### config.mk
export PLATFORM = sky130hd
export DESIGN_NAME = piecewise_linear_lookup_core
export DESIGN_NICKNAME = d
export VERILOG_FILES = /design/src/pwl_pkg.sv /design/src/pwl_mem.sv /design/src/pwl_div.sv /design/src/piecewise_linear_lookup_core.sv
export SDC_FILE = /design/constraint.sdc
export NUM_CORES = 2
export LEC_CHECK = 0
export ABC_AREA = 1
export ABC_CLOCK_PERIOD_IN_PS = 8150
export BUFFER_PORTS_ARGS = -buffer_cell sky130_fd_sc_hd__buf_2
export CORE_MARGIN = 4
export CORE_UTILIZATION = 40
export CTS_BUF_LIST = sky130_fd_sc_hd__clkbuf_16
export DETAILED_ROUTE_END_ITERATION = 10
export PLACE_DENSITY_LB_ADDON = 0.15
export SLEW_MARGIN = 10
export SYNTH_ARGS = -nofsm -noshare
export SYNTH_HDL_FRONTEND = slang
export SYNTH_SLANG_ARGS = --single-unit
### constraint.sdc
create_clock -name clk -period 8.15 [get_ports clk]
set_input_delay 2.445 -clock clk [delete_from_list [all_inputs] [get_ports clk]]
set_output_delay 2.445 -clock clk [all_outputs]
set_load 0.01 [all_outputs]
### src/pwl_pkg.sv
package pwl_pkg;

	// Table geometry.
	localparam int MAX_ENTRIES = 16;
	localparam int IDX_W       = $clog2(MAX_ENTRIES);
	localparam int CNT_W       = $clog2(MAX_ENTRIES + 1);
	localparam int DATA_W      = 32;
	localparam int DIV_CNT_W   = $clog2(DATA_W);

	// Operation codes.
	localparam logic [1:0] OP_CLEAR  = 2'd0;
	localparam logic [1:0] OP_INSERT = 2'd1;
	localparam logic [1:0] OP_QUERY  = 2'd2;
	localparam logic [1:0] OP_NOP    = 2'd3;

	// Status codes.
	localparam logic [1:0] ST_OK    = 2'd0;
	localparam logic [1:0] ST_EMPTY = 2'd1;
	localparam logic [1:0] ST_FULL  = 2'd2;

	typedef struct packed {
		logic [1:0]               op;
		logic signed [DATA_W-1:0] key_in;
		logic signed [DATA_W-1:0] value_in;
	} pwl_req_t;

	typedef struct packed {
		logic signed [DATA_W-1:0] result_value;
		logic [1:0]               status;
	} pwl_rsp_t;

	// One breakpoint as stored in the table memory.
	typedef struct packed {
		logic signed [DATA_W-1:0] key;
		logic signed [DATA_W-1:0] value;
	} pwl_entry_t;

	// Write request into the table memory.
	typedef struct packed {
		logic             en;
		logic [IDX_W-1:0] addr;
		pwl_entry_t       data;
	} pwl_mem_wr_t;

endpackage

### src/pwl_mem.sv
module pwl_mem (
	input  logic                      clk,
	input  pwl_pkg::pwl_mem_wr_t      wr,
	input  logic [pwl_pkg::IDX_W-1:0] rd_addr,
	output pwl_pkg::pwl_entry_t       rd_data
);

	pwl_pkg::pwl_entry_t mem [pwl_pkg::MAX_ENTRIES];
	pwl_pkg::pwl_entry_t rd_data_q;

	// Single write port.
	always_ff @(posedge clk) begin
		if (wr.en) begin
			mem[wr.addr] <= wr.data;
		end
	end

	// Single registered read port.
	always_ff @(posedge clk) begin
		rd_data_q <= mem[rd_addr];
	end

	assign rd_data = rd_data_q;

endmodule

### src/pwl_div.sv
module pwl_div (
	input  logic                             clk,
	input  logic                             arst_n,
	input  logic                             start,
	input  logic [2*pwl_pkg::DATA_W-1:0]     dividend,
	input  logic [pwl_pkg::DATA_W-1:0]       divisor,
	output logic                             done,
	output logic [pwl_pkg::DATA_W-1:0]       quotient
);

	// Restoring division, one quotient bit per cycle. The caller guarantees
	// that the quotient fits in DATA_W bits, so the upper half of the
	// dividend is already below the divisor and seeds the remainder.
	logic                             busy_q;
	logic                             done_q;
	logic [pwl_pkg::DIV_CNT_W-1:0]    cnt_q;
	logic [pwl_pkg::DATA_W-1:0]       rem_q;
	logic [pwl_pkg::DATA_W-1:0]       lo_q;
	logic [pwl_pkg::DATA_W-1:0]       den_q;
	logic [pwl_pkg::DATA_W-1:0]       quo_q;
	logic [pwl_pkg::DATA_W+1:0]       trial;

	assign trial = {1'b0, rem_q, lo_q[pwl_pkg::DATA_W-1]} - {2'b00, den_q};

	// Control state.
	always_ff @(posedge clk or negedge arst_n) begin
		if (!arst_n) begin
			busy_q <= 1'b0;
			done_q <= 1'b0;
			cnt_q  <= '0;
		end else if (start) begin
			busy_q <= 1'b1;
			done_q <= 1'b0;
			cnt_q  <= '0;
		end else if (busy_q) begin
			cnt_q <= cnt_q + 1'b1;
			if (cnt_q == pwl_pkg::DIV_CNT_W'(pwl_pkg::DATA_W - 1)) begin
				busy_q <= 1'b0;
				done_q <= 1'b1;
			end
		end
	end

	// Datapath: shift in one dividend bit and try a subtraction.
	always_ff @(posedge clk) begin
		if (start) begin
			rem_q <= dividend[2*pwl_pkg::DATA_W-1:pwl_pkg::DATA_W];
			lo_q  <= dividend[pwl_pkg::DATA_W-1:0];
			den_q <= divisor;
			quo_q <= '0;
		end else if (busy_q) begin
			lo_q <= {lo_q[pwl_pkg::DATA_W-2:0], 1'b0};
			if (!trial[pwl_pkg::DATA_W+1]) begin
				rem_q <= trial[pwl_pkg::DATA_W-1:0];
				quo_q <= {quo_q[pwl_pkg::DATA_W-2:0], 1'b1};
			end else begin
				rem_q <= {rem_q[pwl_pkg::DATA_W-2:0], lo_q[pwl_pkg::DATA_W-1]};
				quo_q <= {quo_q[pwl_pkg::DATA_W-2:0], 1'b0};
			end
		end
	end

	assign done     = done_q;
	assign quotient = quo_q;

endmodule

### src/piecewise_linear_lookup_core.sv
// Piecewise-linear lookup core.
// The request channel (req_valid, req_ready, req) carries one operation: clear,
// insert a key/value breakpoint, or query an interpolated value. Every request
// yields exactly one response on the response channel (rsp_valid, rsp_ready,
// rsp) carrying the signed Q16.16 result and a status code.
// Requests are handled one at a time; req_ready is high only while idle.
// Breakpoints live in a table memory with one write and one registered read
// port. An insert shift step costs a read and a check; a query scan step is a
// single pass through S_Q_SCAN.
// Clear, no-op, full insert and empty query go straight to the response. An
// insert moves the entries above its key up one slot, top entry first. A query
// compares against the first and last entries to clamp, else scans for the
// bracket, multiplies and runs the serial divider; the sum saturates.
// A new request can transfer once the previous response has registered.
// Reset clears the entry count and the control state; the table contents are
// left as they are and are never read before being written.
// A stalled response holds in the output register; the next request is still
// taken, and its result waits with req_ready low until that response transfers.
module piecewise_linear_lookup_core (
	input  logic              clk,
	input  logic              arst_n,
	input  logic              req_valid,
	output logic              req_ready,
	input  pwl_pkg::pwl_req_t req,
	output logic              rsp_valid,
	input  logic              rsp_ready,
	output pwl_pkg::pwl_rsp_t rsp
);

	typedef enum logic [3:0] {
		S_IDLE,
		S_INS_RD,
		S_INS_CHK,
		S_INS_PUT0,
		S_Q_RD0,
		S_Q_FIRST,
		S_Q_LAST,
		S_Q_SCAN,
		S_MUL,
		S_DIV_GO,
		S_DIV_WAIT,
		S_EMIT
	} state_t;

	state_t                            state_q;
	logic [pwl_pkg::CNT_W-1:0]         count_q;
	logic [pwl_pkg::IDX_W-1:0]         j_q;
	logic [pwl_pkg::IDX_W-1:0]         i_q;
	logic signed [pwl_pkg::DATA_W-1:0] key_q;
	logic signed [pwl_pkg::DATA_W-1:0] val_q;
	pwl_pkg::pwl_entry_t               prev_q;
	logic [pwl_pkg::DATA_W-1:0]        dq_q;
	logic [pwl_pkg::DATA_W-1:0]        den_q;
	logic [pwl_pkg::DATA_W-1:0]        dv_q;
	logic                              neg_q;
	logic signed [pwl_pkg::DATA_W-1:0] v0_q;
	logic [2*pwl_pkg::DATA_W-1:0]      prod_q;
	logic signed [pwl_pkg::DATA_W-1:0] res_q;
	logic [1:0]                        st_q;
	logic                              rsp_valid_q;
	pwl_pkg::pwl_rsp_t                 rsp_q;

	pwl_pkg::pwl_mem_wr_t              mem_wr;
	logic [pwl_pkg::IDX_W-1:0]         mem_rd_addr;
	pwl_pkg::pwl_entry_t               mem_rd;
	logic                              div_start;
	logic                              div_done;
	logic [pwl_pkg::DATA_W-1:0]        div_quot;
	logic [pwl_pkg::CNT_W-1:0]         last_idx;
	logic signed [pwl_pkg::DATA_W+1:0] sum;
	logic                              slot_free;
	logic                              req_xfer;

	assign req_ready = (state_q == S_IDLE);
	assign req_xfer  = req_valid && req_ready;
	assign slot_free = !rsp_valid_q || rsp_ready;
	assign last_idx  = count_q - 1'b1;
	assign div_start = (state_q == S_DIV_GO);

	pwl_mem u_mem (
		.clk     (clk),
		.wr      (mem_wr),
		.rd_addr (mem_rd_addr),
		.rd_data (mem_rd)
	);

	pwl_div u_div (
		.clk      (clk),
		.arst_n   (arst_n),
		.start    (div_start),
		.dividend (prod_q),
		.divisor  (den_q),
		.done     (div_done),
		.quotient (div_quot)
	);

	// Read address for the entry examined in the following cycle.
	always_comb begin
		unique case (state_q)
			S_INS_RD:  mem_rd_addr = j_q - 1'b1;
			S_Q_FIRST: mem_rd_addr = last_idx[pwl_pkg::IDX_W-1:0];
			S_Q_LAST:  mem_rd_addr = pwl_pkg::IDX_W'(1);
			S_Q_SCAN:  mem_rd_addr = i_q + 1'b1;
			default:   mem_rd_addr = '0;
		endcase
	end

	// Table writes: either an entry moves up one slot or the new pair lands.
	always_comb begin
		mem_wr.en         = 1'b0;
		mem_wr.addr       = j_q;
		mem_wr.data.key   = key_q;
		mem_wr.data.value = val_q;
		if (state_q == S_INS_PUT0) begin
			mem_wr.en = 1'b1;
		end else if (state_q == S_INS_CHK) begin
			mem_wr.en = 1'b1;
			if (mem_rd.key > key_q) begin
				mem_wr.data = mem_rd;
			end
		end
	end

	// Final sum of the interpolation, one bit wider on each side for saturation.
	always_comb begin
		if (neg_q) begin
			sum = 34'(v0_q) - $signed({2'b00, div_quot});
		end else begin
			sum = 34'(v0_q) + $signed({2'b00, div_quot});
		end
	end

	// Sequencer and working registers.
	always_ff @(posedge clk or negedge arst_n) begin
		if (!arst_n) begin
			state_q <= S_IDLE;
			count_q <= '0;
		end else begin
			unique case (state_q)
				S_IDLE: begin
					if (req_xfer) begin
						key_q <= req.key_in;
						val_q <= req.value_in;
						res_q <= '0;
						st_q  <= pwl_pkg::ST_OK;
						j_q   <= count_q[pwl_pkg::IDX_W-1:0];
						state_q <= S_EMIT;
						priority if (req.op == pwl_pkg::OP_CLEAR) begin
							count_q <= '0;
						end else if (req.op == pwl_pkg::OP_INSERT) begin
							if (count_q == pwl_pkg::CNT_W'(pwl_pkg::MAX_ENTRIES)) begin
								st_q <= pwl_pkg::ST_FULL;
							end else if (count_q == '0) begin
								state_q <= S_INS_PUT0;
							end else begin
								state_q <= S_INS_RD;
							end
						end else if (req.op == pwl_pkg::OP_QUERY) begin
							if (count_q == '0) begin
								st_q <= pwl_pkg::ST_EMPTY;
							end else begin
								state_q <= S_Q_RD0;
							end
						end else begin
							// The unused code leaves the table as it is.
						end
					end
				end
				S_INS_RD: begin
					state_q <= S_INS_CHK;
				end
				S_INS_CHK: begin
					// An entry not above the new key marks the insert position.
					if (mem_rd.key <= key_q) begin
						count_q <= count_q + 1'b1;
						state_q <= S_EMIT;
					end else begin
						j_q <= j_q - 1'b1;
						state_q <= (j_q == pwl_pkg::IDX_W'(1)) ? S_INS_PUT0 : S_INS_RD;
					end
				end
				S_INS_PUT0: begin
					count_q <= count_q + 1'b1;
					state_q <= S_EMIT;
				end
				S_Q_RD0: begin
					state_q <= S_Q_FIRST;
				end
				S_Q_FIRST: begin
					// Clamp below the first key.
					if (key_q <= mem_rd.key) begin
						res_q   <= mem_rd.value;
						state_q <= S_EMIT;
					end else begin
						prev_q  <= mem_rd;
						state_q <= S_Q_LAST;
					end
				end
				S_Q_LAST: begin
					// Clamp above the last key.
					if (key_q >= mem_rd.key) begin
						res_q   <= mem_rd.value;
						state_q <= S_EMIT;
					end else begin
						i_q     <= pwl_pkg::IDX_W'(1);
						state_q <= S_Q_SCAN;
					end
				end
				S_Q_SCAN: begin
					// The first key at or above the query closes the bracket.
					if (key_q <= mem_rd.key) begin
						dq_q    <= key_q - prev_q.key;
						den_q   <= mem_rd.key - prev_q.key;
						neg_q   <= mem_rd.value < prev_q.value;
						dv_q    <= (mem_rd.value < prev_q.value) ?
							(prev_q.value - mem_rd.value) : (mem_rd.value - prev_q.value);
						v0_q    <= prev_q.value;
						state_q <= S_MUL;
					end else begin
						prev_q <= mem_rd;
						i_q    <= i_q + 1'b1;
					end
				end
				S_MUL: begin
					prod_q  <= dq_q * dv_q;
					state_q <= S_DIV_GO;
				end
				S_DIV_GO: begin
					state_q <= S_DIV_WAIT;
				end
				S_DIV_WAIT: begin
					if (div_done) begin
						priority if (sum > 34'sh0_7FFF_FFFF) begin
							res_q <= 32'sh7FFF_FFFF;
						end else if (sum < -34'sh0_8000_0000) begin
							res_q <= 32'sh8000_0000;
						end else begin
							res_q <= sum[pwl_pkg::DATA_W-1:0];
						end
						state_q <= S_EMIT;
					end
				end
				S_EMIT: begin
					if (slot_free) begin
						state_q <= S_IDLE;
					end
				end
				default: begin
					state_q <= S_IDLE;
				end
			endcase
		end
	end

	// Output register: loads when the finished result moves out of S_EMIT.
	always_ff @(posedge clk or negedge arst_n) begin
		if (!arst_n) begin
			rsp_valid_q <= 1'b0;
		end else if (state_q == S_EMIT && slot_free) begin
			rsp_valid_q <= 1'b1;
		end else if (rsp_ready) begin
			rsp_valid_q <= 1'b0;
		end
	end

	always_ff @(posedge clk) begin
		if (state_q == S_EMIT && slot_free) begin
			rsp_q.result_value <= res_q;
			rsp_q.status       <= st_q;
		end
	end

	assign rsp_valid = rsp_valid_q;
	assign rsp       = rsp_q;

	// The entry count never passes the table size.
	a_count_bound: assert property (@(posedge clk) disable iff (!arst_n)
		count_q <= pwl_pkg::CNT_W'(pwl_pkg::MAX_ENTRIES))
		else $error("entry count exceeds table size");

	// A request transfer is followed by a busy cycle.
	a_one_at_a_time: assert property (@(posedge clk) disable iff (!arst_n)
		req_xfer |=> !req_ready)
		else $error("request taken while another is in progress");

	// The scan index stays inside the populated part of the table.
	a_scan_in_range: assert property (@(posedge clk) disable iff (!arst_n)
		(state_q == S_Q_SCAN) |-> (pwl_pkg::CNT_W'(i_q) < count_q && i_q != '0))
		else $error("scan index out of range");

	// An insert step never reads below the bottom entry.
	a_insert_slot: assert property (@(posedge clk) disable iff (!arst_n)
		(state_q == S_INS_RD) |-> (j_q != '0))
		else $error("insert shift past bottom entry");

endmodule

==> tab_implementation.tex <==
\begin{tabular}{lr}
\hline
Metric & Value \\
\hline
\multicolumn{2}{l}{\textbf{Run status}} \\
Result of the run & finished clean \\
\multicolumn{2}{l}{\textbf{Clock network}} \\
Insertion delay to the later sink of the worst-skew pair & 0.88 ns \\
TritonCTS clock tree & yes \\
Root buffer cell & sky130\_fd\_sc\_hd\_\_clkbuf\_16 \\
CTS H-tree depth & 4 \\
Sinks on the clock net & 1,630 \\
TritonCTS buffer count & 191 \\
Worst-case clock buffer depth & 4 \\
Clock-pin slew on the worst setup and hold paths & 0.06 ns \\
\multicolumn{2}{l}{\textbf{Placement}} \\
\# port buffers & 105 \\
Final weighted congestion in routability-driven placement & 0.9266 \\
Estimated wirelength of the detail-placed design & 245,200 um \\
Pre-CTS setup slack & 0.2736 ns \\
Cells after DPL & 14.92k \\
\multicolumn{2}{l}{\textbf{STA}} \\
RSZ-0062 raised after global routing & no \\
Period utilisation layout & 97.01\% \\
Fin Setup TNS & 0 ns \\
Slew Viols, Final & 0 \\
Shortest period the worst path allows & 7.906 ns \\
Max transition margin & 19.49\% \\
Worst-Margin Slew & 1.200 ns \\
Worst-case setup margin in the final layout & 0.2439 ns \\
Setup Skew & 0.1053 ns \\
Hold Fails Final Rpt & 0 \\
Final Setup Violations & 0 \\
Maximum clock frequency & 0.1265 GHz \\
\multicolumn{2}{l}{\textbf{Synth}} \\
Count of warnings emitted by yosys & 0 \\
Post-synthesis net count & 12.97k \\
Synthesized cell area & 0.1100 mm2 \\
Dominant register cell in the synthesized netlist & sky130\_fd\_sc\_hd\_\_edfxtp\_1 \\
Count of unique library cells instantiated by Yosys & 54 \\
Sequential-to-total area share from yosys stat & 43.54\% \\
Syn Inst Count & 11.50k \\
Post-synthesis sequential element count & 1,630 \\
Number of enable flip-flop cells after synthesis & 1,517 \\
Async set-or-reset flop fraction in the synthesized netlist & 1.043\% \\
Post-synthesis area per instance & 9.566 um2 \\
\multicolumn{2}{l}{\textbf{Power and ir drop}} \\
Worst voltage drop across the vdd grid & 0.2206 mV \\
Power density over cell area & 272.8 mW/mm2 \\
Switching share of total power & 41.09\% \\
Share of total power in the clock network & 24.4\% \\
Leakage power figure & 54.95 nW \\
Logic gate share of total power & 40.3\% \\
Switching power total & 13.62 mW \\
Internal power & 19.53 mW \\
Portion of total power attributed to sequential cells & 35.3\% \\
\multicolumn{2}{l}{\textbf{Finish}} \\
Utilization of the core after routing & 44.42\% \\
Final cell count without fillers & 15.30k \\
Syn-to-layout area delta & 10.47\% \\
Share of cells above drive strength 1 & 5.838\% \\
Total number of nets in the final design & 13.02k \\
\multicolumn{2}{l}{\textbf{Worst setup path}} \\
Critical Path Sink Type & flop \\
Classification of the worst setup path & flop to flop \\
Beginning of the critical path & dq\_q[29] \\
Maximum fanout encountered on the critical timing path & 10 \\
Kind of start point of the critical path & flop \\
Required @ worst endpoint & 8.67 ns \\
Startpoint of the worst register-to-register path & dq\_q[29] \\
Arr. time, crit path & 8.43 ns \\
\multicolumn{2}{l}{\textbf{Floorplan}} \\
Starting density of the core & 40.21\% \\
Chip height & 532.4 um \\
Row count & 192 \\
IO Count & 106 \\
Core area & 0.2736 mm2 \\
Die X & 532.4 um \\
Die ar. & 0.2835 mm2 \\
\multicolumn{2}{l}{\textbf{Global route}} \\
Number of global-route vias before repair & 81.61k \\
Total congestion overflow after global routing & 0 \\
Number of antenna violations at the first check in global routing & 26 \\
All-layer global routing usage & 24.44\% \\
Wire length of the first global-routing pass & 526,900 um \\
Maximum number of pins on one net before global-route repair & 179 \\
\multicolumn{2}{l}{\textbf{Routing}} \\
Routed wire length & 350,300 um \\
DRC viols & 0 \\
Count of antenna-violating nets left after detailed routing & 0 \\
Total number of vias & 80.23k \\
Initial detailed-routing violation count & 6,872 \\
Routed WL per cell & 22.89 um \\
Number of detailed-routing iterations run before antenna repair & 6 \\
Via-to-Cell Ratio & 5.243 \\
\multicolumn{2}{l}{\textbf{Hold path}} \\
Worst min path class & flop to flop \\
Worst hold path startpoint & den\_q[4] \\
\multicolumn{2}{l}{\textbf{Run}} \\
Count of max-cap constraint violations & 0 \\
\hline
\end{tabular}
-- routing by layer --
layer | GRT usage, % | routed length, um
met1 | 34.67 | 157100
met2 | 39.67 | 163700
met4 | 6.772 | 9931
met3 | 2.910 | 19500
met5 | 0 | 58
-- cells in the mapped netlist, drive strengths merged (273+ instances only) --
cell type,instances,area (um2)
ha,496,6206
nand3,368,1842
nand2,2287,8592
edfxtp,1517,45550
a21oi,565,2828
clkbuf,413,1570
inv,2334,8761
o211ai,273,2049
nor2,464,1759
nor3,314,1572
o21ai,813,4080
fa,902,18060
-- area by class of cell --
type / instances / area [um2]
timing repair buffer: 376 / 3075
tap: 3589 / 4491
inverter: 2335 / 8780
antenna: 12 / 30.03
clock buffer: 193 / 4830
multi-input combinational: 7016 / 51420
sequential: 1630 / 47900
fill: 26280 / 152100
clock inverter: 150 / 1001
-- path summary, 6_finish.rpt --
path | to | slack, ns | depth (start not counted)
worst max-delay path | prod_q[46] | 0.24 | 23
worst min-delay path | u_div.den_q[4] | 0.41 | 0
worst max register to register | prod_q[46] | 0.24 | 23
worst min register to register | u_div.den_q[4] | 0.41 | 0
max in group asynchronous | count_q[0] | 6.20 | 1
min in group asynchronous | count_q[4] | 1.56 | 1
-- cells by family (layout without fill, tap and decap cells) --
| family | Yosys count | after routing | synth area share [%] |
|---|---|---|---|
| AOI/OAI and AO/OA | 1871 | 1871 | 9.615 |
| xor gates and xnor gates | 241 | 241 | 1.919 |
| adders and majority gates | 1398 | 1398 | 22.05 |
| buffers and inverters | 2854 | 3054 | 9.923 |
| DFF | 1630 | 1630 | 43.54 |
| muxes | 1 | 1 | 0.009099 |
| other | 0 | 12 | 0 |
| and+or+nand+nor | 3505 | 3505 | 12.94 |
-- stage by stage --
step | hold WS [ns] | power, mW | cell area (um2)
CTS | 0.4044 | 33.36 | 121200
global route | 0.4244 | 35.21 | 121500
finish | 0.4083 | 33.15 | 121500
floorplan | 0.4003 | 20.05 | 110000
global placement | 0.4014 | 25.09 | 115400
detailed placement | 0.4045 | 25.12 | 115400
-- cells in the final DEF, fill, tap and decap left out, types with 21 or more instances in the layout --
| cell | count |
|---|---|
| sky130_fd_sc_hd__nor2_1 | 438 |
| sky130_fd_sc_hd__o22ai_1 | 33 |
| sky130_fd_sc_hd__a31oi_1 | 31 |
| sky130_fd_sc_hd__nand3_1 | 366 |
| sky130_fd_sc_hd__nor2_4 | 24 |
| sky130_fd_sc_hd__buf_12 | 40 |
| sky130_fd_sc_hd__xor2_1 | 175 |
| sky130_fd_sc_hd__clkbuf_16 | 193 |
| sky130_fd_sc_hd__a21oi_1 | 564 |
| sky130_fd_sc_hd__clkinv_1 | 54 |
| sky130_fd_sc_hd__a21o_1 | 47 |
| sky130_fd_sc_hd__buf_4 | 227 |
| sky130_fd_sc_hd__o211ai_1 | 273 |
| sky130_fd_sc_hd__inv_1 | 2364 |
| sky130_fd_sc_hd__nand2_1 | 2281 |
| sky130_fd_sc_hd__fa_1 | 902 |
| sky130_fd_sc_hd__o21bai_1 | 49 |
| sky130_fd_sc_hd__ha_1 | 496 |
| sky130_fd_sc_hd__clkinv_2 | 21 |
| sky130_fd_sc_hd__nor3_1 | 314 |
| sky130_fd_sc_hd__xnor2_1 | 66 |
| sky130_fd_sc_hd__edfxtp_1 | 1517 |
| sky130_fd_sc_hd__dfxtp_1 | 96 |
| sky130_fd_sc_hd__a21boi_0 | 22 |
| sky130_fd_sc_hd__buf_2 | 105 |
| sky130_fd_sc_hd__nand4_1 | 37 |
| sky130_fd_sc_hd__o21ai_0 | 673 |
| sky130_fd_sc_hd__o21ai_1 | 137 |
-- power by group through the flow --
| stage | Clock, mW | Combinational [mW] | Sequential [mW] |
|---|---|---|---|
| floorplan | 0 | 8.50 | 11.6 |
| global placement | 0 | 13.2 | 11.8 |
| detailed placement | 0 | 13.3 | 11.9 |
| CTS | 8.32 | 13.3 | 11.7 |
| global route | 8.67 | 14.8 | 11.8 |
| finish | 8.10 | 13.3 | 11.7 |
-- worst max-delay path, cell delays in order, from the launching register on --
cell	delay [ns]
sky130_fd_sc_hd__edfxtp_1	0.77
sky130_fd_sc_hd__nand2_1	0.17
sky130_fd_sc_hd__fa_1	0.56
sky130_fd_sc_hd__inv_1	0.05
sky130_fd_sc_hd__fa_1	0.49
sky130_fd_sc_hd__inv_1	0.06
sky130_fd_sc_hd__fa_1	0.50
sky130_fd_sc_hd__fa_1	0.43
sky130_fd_sc_hd__inv_1	0.09
sky130_fd_sc_hd__fa_1	0.41
sky130_fd_sc_hd__fa_1	0.47
sky130_fd_sc_hd__fa_1	0.57
sky130_fd_sc_hd__inv_1	0.07
sky130_fd_sc_hd__fa_1	0.49
sky130_fd_sc_hd__inv_1	0.04
sky130_fd_sc_hd__ha_1	0.33
sky130_fd_sc_hd__a21oi_1	0.34
sky130_fd_sc_hd__o21ai_0	0.19
sky130_fd_sc_hd__inv_1	0.17
sky130_fd_sc_hd__o21ai_1	0.18
sky130_fd_sc_hd__a21oi_1	0.43
sky130_fd_sc_hd__nand3_1	0.33
sky130_fd_sc_hd__a21oi_1	0.27
sky130_fd_sc_hd__xnor2_1	0.10
-- state kept, by name (all words and copies together), names as in the netlist, 34 cells and up --
name           flops
u_mem.mem       1024
prev_q            64
prod_q            64
u_mem.rd_data     64
rsp               34
-- timing repair --
action,CTS,global route
hold endpoints to repair,0,0
setup buffers,0,29
setup endpoints to repair,0,6
gates resized for setup,0,1
hold buffers,0,0
No activity file was read; power rests on OpenSTA's default activity.
